===== config.mk =====
export PLATFORM = sky130hd
export DESIGN_NAME = moving_baseline_spike_detector
export DESIGN_NICKNAME = d
export VERILOG_FILES = /design/src/rtl/core/mbsd_pkg.sv /design/src/rtl/core/moving_baseline_spike_detector.sv /design/src/rtl/core/mbsd_decide.sv
export SDC_FILE = /design/constraint.sdc
export NUM_CORES = 1
export LEC_CHECK = 0
export BUFFER_PORTS_ARGS = -buffer_cell sky130_fd_sc_hd__clkbuf_2
export CAP_MARGIN = 10
export CORE_MARGIN = 1.5
export CORE_UTILIZATION = 47
export CTS_CLUSTER_DIAMETER = 40
export DETAILED_ROUTE_END_ITERATION = 12
export PLACE_DENSITY = 0.65
export SLEW_MARGIN = 25
export SYNTH_ARGS = -nofsm -noshare
export SYNTH_HDL_FRONTEND = slang
export SYNTH_SLANG_ARGS = --single-unit

===== constraint.sdc =====
create_clock -name i_clk -period 10.2 [get_ports i_clk]
set_clock_uncertainty 0.05 [all_clocks]
set_input_delay 3.06 -clock i_clk [delete_from_list [all_inputs] [get_ports i_clk]]
set_output_delay 3.06 -clock i_clk [all_outputs]
set_load 0.02 [all_outputs]

===== src/rtl/core/mbsd_pkg.sv =====
// Shared types and constants for the moving-baseline spike detector.
package mbsd_pkg;

    // Fixed field widths of the sample and result payloads.
    localparam int COUNT_W  = 16;
    localparam int MINUTE_W = 11;
    localparam int BASE_W   = 19;
    localparam int TOTAL_W  = 11;
    localparam int CFG_W    = 16;

    // The anomaly total stops counting at its largest value.
    localparam logic [TOTAL_W-1:0] TOTAL_MAX = {TOTAL_W{1'b1}};

    // Configuration register indexes.
    localparam int CFG_IDX_W = 2;
    localparam logic [CFG_IDX_W-1:0] CFG_MIN_THRESHOLD = 2'd0;
    localparam logic [CFG_IDX_W-1:0] CFG_SPIKE_MULT    = 2'd1;

    // Configuration register reset values.
    localparam logic [CFG_W-1:0] MIN_THRESHOLD_RST = 16'd5;
    localparam logic [CFG_W-1:0] SPIKE_MULT_RST    = 16'd768;

    // Configuration seen by the decision logic.
    typedef struct packed {
        logic [CFG_W-1:0] min_threshold;
        logic [CFG_W-1:0] spike_multiplier;
    } t_cfg;

endpackage


===== src/rtl/core/moving_baseline_spike_detector.sv =====
// Top level of the moving-baseline spike detector.
//
// Samples (one error count per minute plus a start-of-day flag) arrive on the
// input valid/ready channel; each accepted sample yields exactly one result
// transfer on the output valid/ready channel, in order. A sample enters the
// input register at its transfer and is evaluated combinationally; it moves
// into the output register when that register is free or being emptied, and
// its result is offered from there until it is taken. One sample per cycle
// is sustained while the receiver does not stall: the evaluation is a single
// pass of the multiplies, compares and running-sum update between the input
// and output registers. While the receiver stalls, the output register holds
// its result and the input register still takes one more sample; after that
// the input ready drops until the result is taken.
// The configuration channel is always ready; writes to the minimum threshold
// (index 0) and the Q8.8 spike multiplier (index 1) take effect at once and
// are meant to be made while no sample is in flight. Other indexes are ignored.
// Reset clears the history, window sum, minute index, anomaly total and the
// valid flags of both pipeline registers, and restores the register defaults.
module moving_baseline_spike_detector #(
    parameter int WINDOW     = 8,
    parameter int DAY_LENGTH = 1440
) (
    input  logic                             i_clk,
    input  logic                             i_rst_n,
    // Sample channel.
    input  logic                             i_valid,
    output logic                             o_ready,
    input  logic [mbsd_pkg::COUNT_W-1:0]     i_error_count,
    input  logic                             i_start_of_day,
    // Result channel.
    output logic                             o_valid,
    input  logic                             i_ready,
    output logic                             o_decision_valid,
    output logic                             o_anomaly,
    output logic [mbsd_pkg::MINUTE_W-1:0]    o_minute_index,
    output logic [mbsd_pkg::BASE_W-1:0]      o_baseline_sum,
    output logic [mbsd_pkg::TOTAL_W-1:0]     o_anomaly_total,
    // Configuration channel.
    input  logic                             i_cfg_valid,
    output logic                             o_cfg_ready,
    input  logic [mbsd_pkg::CFG_IDX_W-1:0]   i_cfg_index,
    input  logic [mbsd_pkg::CFG_W-1:0]       i_cfg_data
);

    localparam int COUNT_W = mbsd_pkg::COUNT_W;
    localparam int TOTAL_W = mbsd_pkg::TOTAL_W;
    localparam int SUM_W   = $clog2(WINDOW * 65535 + 1);
    localparam int MC_LIM  = (DAY_LENGTH > WINDOW) ? DAY_LENGTH : WINDOW;
    localparam int MC_W    = $clog2(MC_LIM + 1);

    // Configuration registers.
    mbsd_pkg::t_cfg r_cfg;

    // Input register.
    logic               r_in_valid;
    logic [COUNT_W-1:0] r_in_count;
    logic               r_in_sod;

    // Detector state.
    logic [COUNT_W-1:0] r_hist [WINDOW];
    logic [COUNT_W-1:0] n_hist [WINDOW];
    logic [SUM_W-1:0]   r_sum;
    logic [SUM_W-1:0]   n_sum;
    logic [MC_W-1:0]    r_minute;
    logic [MC_W-1:0]    n_minute;
    logic [TOTAL_W-1:0] r_total;
    logic [TOTAL_W-1:0] n_total;

    // Output register.
    logic                           r_out_valid;
    logic                           r_out_dvalid;
    logic                           r_out_anomaly;
    logic [mbsd_pkg::MINUTE_W-1:0]  r_out_minute;
    logic [mbsd_pkg::BASE_W-1:0]    r_out_base;
    logic [TOTAL_W-1:0]             r_out_total;

    logic               w_advance;
    logic               w_accept;
    logic [SUM_W-1:0]   w_sum;
    logic [MC_W-1:0]    w_minute;
    logic [TOTAL_W-1:0] w_total;
    logic [COUNT_W-1:0] w_oldest;
    logic               w_in_day;
    logic               w_in_window;
    logic               w_flag;

    // Pipeline handshake: the input register moves on when the output slot is free.
    assign w_advance = r_in_valid && (!r_out_valid || i_ready);
    assign o_ready   = !r_in_valid || w_advance;
    assign w_accept  = i_valid && o_ready;
    assign o_cfg_ready = 1'b1;

    // Configuration writes.
    always_ff @(posedge i_clk) begin
        if (!i_rst_n) begin
            r_cfg.min_threshold    <= mbsd_pkg::MIN_THRESHOLD_RST;
            r_cfg.spike_multiplier <= mbsd_pkg::SPIKE_MULT_RST;
        end else if (i_cfg_valid) begin
            case (i_cfg_index)
                mbsd_pkg::CFG_MIN_THRESHOLD: r_cfg.min_threshold    <= i_cfg_data;
                mbsd_pkg::CFG_SPIKE_MULT:    r_cfg.spike_multiplier <= i_cfg_data;
                default: ;
            endcase
        end
    end

    // Input register.
    always_ff @(posedge i_clk) begin
        if (!i_rst_n) begin
            r_in_valid <= 1'b0;
        end else if (w_accept) begin
            r_in_valid <= 1'b1;
        end else if (w_advance) begin
            r_in_valid <= 1'b0;
        end
    end

    always_ff @(posedge i_clk) begin
        if (w_accept) begin
            r_in_count <= i_error_count;
            r_in_sod   <= i_start_of_day;
        end
    end

    // State as seen by this sample: start of day clears it first.
    assign w_sum    = r_in_sod ? '0 : r_sum;
    assign w_minute = r_in_sod ? '0 : r_minute;
    assign w_total  = r_in_sod ? '0 : r_total;
    assign w_oldest = r_in_sod ? '0 : r_hist[WINDOW-1];

    assign w_in_day    = w_minute < MC_W'(DAY_LENGTH);
    assign w_in_window = w_in_day && (w_minute >= MC_W'(WINDOW));

    mbsd_decide #(
        .WINDOW (WINDOW),
        .SUM_W  (SUM_W)
    ) u_decide (
        .i_count     (r_in_count),
        .i_sum       (w_sum),
        .i_cfg       (r_cfg),
        .i_in_window (w_in_window),
        .o_flag      (w_flag)
    );

    // Next state: the delay line shifts and the running sum swaps the oldest
    // count for the new one; past the day end everything holds.
    always_comb begin
        n_total = w_total;
        if (w_flag && (w_total != mbsd_pkg::TOTAL_MAX)) begin
            n_total = w_total + TOTAL_W'(1);
        end
        n_sum    = w_sum;
        n_minute = w_minute;
        for (int i = 0; i < WINDOW; i++) begin
            n_hist[i] = r_in_sod ? '0 : r_hist[i];
        end
        if (w_in_day) begin
            n_sum    = w_sum - SUM_W'(w_oldest) + SUM_W'(r_in_count);
            n_minute = w_minute + MC_W'(1);
            n_hist[0] = r_in_count;
            for (int i = 1; i < WINDOW; i++) begin
                n_hist[i] = r_in_sod ? '0 : r_hist[i-1];
            end
        end
    end

    // State registers.
    always_ff @(posedge i_clk) begin
        if (!i_rst_n) begin
            for (int i = 0; i < WINDOW; i++) begin
                r_hist[i] <= '0;
            end
            r_sum    <= '0;
            r_minute <= '0;
            r_total  <= '0;
        end else if (w_advance) begin
            for (int i = 0; i < WINDOW; i++) begin
                r_hist[i] <= n_hist[i];
            end
            r_sum    <= n_sum;
            r_minute <= n_minute;
            r_total  <= n_total;
        end
    end

    // Output register valid.
    always_ff @(posedge i_clk) begin
        if (!i_rst_n) begin
            r_out_valid <= 1'b0;
        end else if (w_advance) begin
            r_out_valid <= 1'b1;
        end else if (i_ready) begin
            r_out_valid <= 1'b0;
        end
    end

    // Output register payload.
    always_ff @(posedge i_clk) begin
        if (w_advance) begin
            r_out_dvalid  <= w_in_window;
            r_out_anomaly <= w_flag;
            r_out_minute  <= mbsd_pkg::MINUTE_W'(w_minute);
            r_out_base    <= mbsd_pkg::BASE_W'(w_sum);
            r_out_total   <= n_total;
        end
    end

    assign o_valid          = r_out_valid;
    assign o_decision_valid = r_out_dvalid;
    assign o_anomaly        = r_out_anomaly;
    assign o_minute_index   = r_out_minute;
    assign o_baseline_sum   = r_out_base;
    assign o_anomaly_total  = r_out_total;

endmodule


===== src/rtl/core/mbsd_decide.sv =====
// Spike decision: compares the current count against the scaled window baseline.
module mbsd_decide #(
    parameter int WINDOW = 8,
    parameter int SUM_W  = 19
) (
    input  logic [mbsd_pkg::COUNT_W-1:0] i_count,
    input  logic [SUM_W-1:0]             i_sum,
    input  mbsd_pkg::t_cfg               i_cfg,
    input  logic                         i_in_window,
    output logic                         o_flag
);

    localparam int PROD_W = SUM_W + mbsd_pkg::CFG_W;

    logic [PROD_W-1:0] w_lhs;
    logic [PROD_W-1:0] w_rhs;
    logic              w_above_min;

    // Scaled count: count * WINDOW * 256, matching the Q8.8 gain on the sum side.
    assign w_lhs = (PROD_W'(i_count) * PROD_W'(WINDOW)) << 8;

    // Baseline sum times the Q8.8 gain.
    assign w_rhs = PROD_W'(i_sum) * PROD_W'(i_cfg.spike_multiplier);

    assign w_above_min = i_count >= i_cfg.min_threshold;

    // An empty baseline flags any count that clears the minimum.
    assign o_flag = i_in_window && w_above_min && ((i_sum == '0) || (w_lhs > w_rhs));

endmodule


==> results.json <==
{
  "status": "finished, final reports clean",
  "dp.cells": 3062,
  "die_height_um": 225,
  "syn_nets": 2863,
  "hold_viol": 0,
  "setup_tns_ps": 0,
  "critPathTopFamily": "adder cells",
  "cp.depth": 37,
  "min_delay_path_depth": 2,
  "clkLatencyLatePin_ps": 580,
  "row_count": 81,
  "synth_edf_count": 188,
  "fin_crit_ps": 9820,
  "final_core_util": 0.537,
  "antenna_found_initial": 0,
  "drive_gt1_frac": 0.108,
  "synth_top_area_share": 0.243,
  "final_area_sq_um": 26200,
  "drc": 0,
  "finalSetupViolations": 0,
  "cts_hold_buf": 0,
  "totalWireLength_um": 61600,
  "clockBufferDepth": 3,
  "yosysSeqAreaShare": 0.308,
  "cts-root-buf": "clkbuf_16",
  "io_pins": 86,
  "synth_async_sr_flop_share": 0,
  "synthFlopType": "edfxtp_1",
  "ir_worst_vdd_uv": 207,
  "port_buffers": 84,
  "critPathLaunchType": "flip-flop",
  "core-area_sq_um": 48800,
  "crit_fanout": 46,
  "placed_area_sq_um": 24400,
  "synthDistinctLibCells": 88,
  "pre_cts_ws_ps": 100,
  "cts_tree": "done",
  "p_leak_uw": 0.0113,
  "max_freq_mhz": 102,
  "critPathMaxStageDelay_ps": 590,
  "powerDensity_nw_per_um2": 136,
  "path_class": "flip-flop to flip-flop",
  "end_kind": "flip-flop",
  "r2r.worst_path.cells": 37,
  "vias": 17400,
  "ys_seq_elements": 263,
  "track_usage": 0.248,
  "areaGrowthSynthToFinish_pct": 12.9,
  "required_ps": 10620,
  "dp_hpwl_um": 45300,
  "synthTopCellsByArea": "edfxtp_1 (24%), fa_1 (22%), ha_1 (8.7%)",
  "cts_sinks": 263,
  "tightest_slew_ps": 1000,
  "avgSynthCellArea_sq_um": 9.64,
  "drtIter0Drc": 1333,
  "cap_violations": 0,
  "drtAntennaViolNets": 0,
  "die_area_sq_um": 50800,
  "syn-instance-count": 2409,
  "synth.most_common_cell": "nand2_1",
  "final_cells": 3155,
  "ys_warn_count": 0,
  "min_path_type": "flip-flop to flip-flop",
  "slew_violations": 0,
  "syn_area_sq_um": 23200,
  "yosys.area.top_type": "edfxtp_1",
  "overflow": 0,
  "cts_buffers": 48,
  "start_util": 0.476,
  "vias_per_cell": 5.51,
  "worst_ep_arrival_time_ps": 10240,
  "cpMostUsedCell": "fa_1",
  "wl_per_cell_um": 19.5,
  "fin_nets": 2907,
  "diodes": 0,
  "grt_first_pass_wirelength_um": 97300,
  "grt_pass1_vias": 17600,
  "clkTransAtPathRegs_ps": 50,
  "fin_ws_ps": 377,
  "final.fill_count": 4451,
  "max-slew-margin-rel": 0.331,
  "grt_start_max_net_pins": 81,
  "firstDrtPassIters": 5,
  "period_share": 0.963,
  "slowest_stage": "fa_1",
  "dieWidth_um": 225,
  "path_buf_inv": 7,
  "gp_congestion": 0.937,
  "cts-htree-levels": 2,
  "synth_top_cells_by_count": "nand2_1 (388), inv_1 (325), fa_1 (252), edfxtp_1 (188), a21oi_1 (164)"
}
## worst reg2reg max path: cells and delay by family, from the launching register on
kind	cells	cell delay, ps
AO/OA/AOI/OAI	10	1800
XOR/XNOR	1	190
adder cells (fa/ha/maj)	8	3830
buffers and inverters	7	1000
flip-flops	1	500
multiplexers	1	350
AND/OR/NAND/NOR	10	2020
## area by class of cell
| cell class | instances | area (sq um) | share of cell area |
|---|---|---|---|
| clock buffers | 56 | 1280 | 0.0490 |
| inverters | 326 | 1220 | 0.0467 |
| flip-flops and latches | 263 | 7150 | 0.273 |
| well taps | 664 | 831 | 0.0317 |
| repair buffers | 143 | 956 | 0.0365 |
| multi-input cells | 1671 | 14400 | 0.548 |
| clock inverters | 32 | 419 | 0.0160 |
## final timing paths
path | start | end | slack (ps)
hold / removal | r_sum[9] | r_sum[9] | 390
hold reg to reg | r_sum[9] | r_sum[9] | 390
setup reg to reg | r_in_sod | r_total[1] | 380
setup / recovery | r_in_sod | r_total[1] | 380
## per-layer routing
metal,track usage,vias up,part of all wire
li1,-,8017,-
met1,0.335,8643,0.43
met2,0.388,580,0.46
met3,0.0613,134,0.075
met4,0.0916,0,0.034
met5,0,-,0
## metrics by stage
step	power, uW	hold WS [ps]
final	3560	394
after global routing	3700	421
after CTS	3570	395
after detailed placement	1860	391
after global placement	1850	383
after floorplan	1680	377
## state kept, by name, indices dropped and copies added, names as in the netlist
signal	count
o_decision_valid	1
o_anomaly_total	11
r_in_valid	1
o_valid	1
r_cfg	32
o_anomaly	1
r_total	11
o_baseline_sum	19
o_minute_index	11
r_sum	19
r_hist	128
r_minute	11
r_in_count	16
r_in_sod	1
## layout by cell type, fill, tap and decap left out, drive strengths merged, types with 5 or more instances in the layout
cell type / n
a211o: 5
a211oi: 7
a21o: 22
a21oi: 167
a22o: 80
a22oi: 5
a31oi: 9
and2: 140
and3: 14
buf: 58
bufinv: 8
clkbuf: 141
clkinv: 13
clkinvlp: 6
dfxtp: 75
edfxtp: 188
fa: 252
ha: 162
inv: 331
nand2: 389
nand2b: 26
nand3: 23
nand3b: 39
nand4: 11
nor2: 60
nor2b: 42
nor3: 16
nor4: 18
o211ai: 6
o21a: 10
o21ai: 48
xnor2: 37
xor2: 14
## cell families after synthesis
group	after synthesis	share of synthesized area
and+or+nand+nor	802	0.172
buffers and inverters	475	0.0776
adders and majority gates	414	0.304
AOI/OAI and AO/OA	398	0.117
DFF	263	0.308
xor gates and xnor gates	51	0.0192
muxes	5	0.00242
other	1	0.000161
## power breakdown
group | total [uW] | leakage [uW] | switching [uW] | internal (uW)
Clock | 1690 | 0.000815 | 579 | 1110
Sequential | 1260 | 0.00255 | 49.5 | 1210
Combinational | 616 | 0.00789 | 379 | 238
## repair_timing
action | CTS | global route
gates resized for setup | 0 | 6
setup buffers | 0 | 5
setup endpoints to repair | 0 | 23
Note: power is estimated with default switching activity, not from simulation.
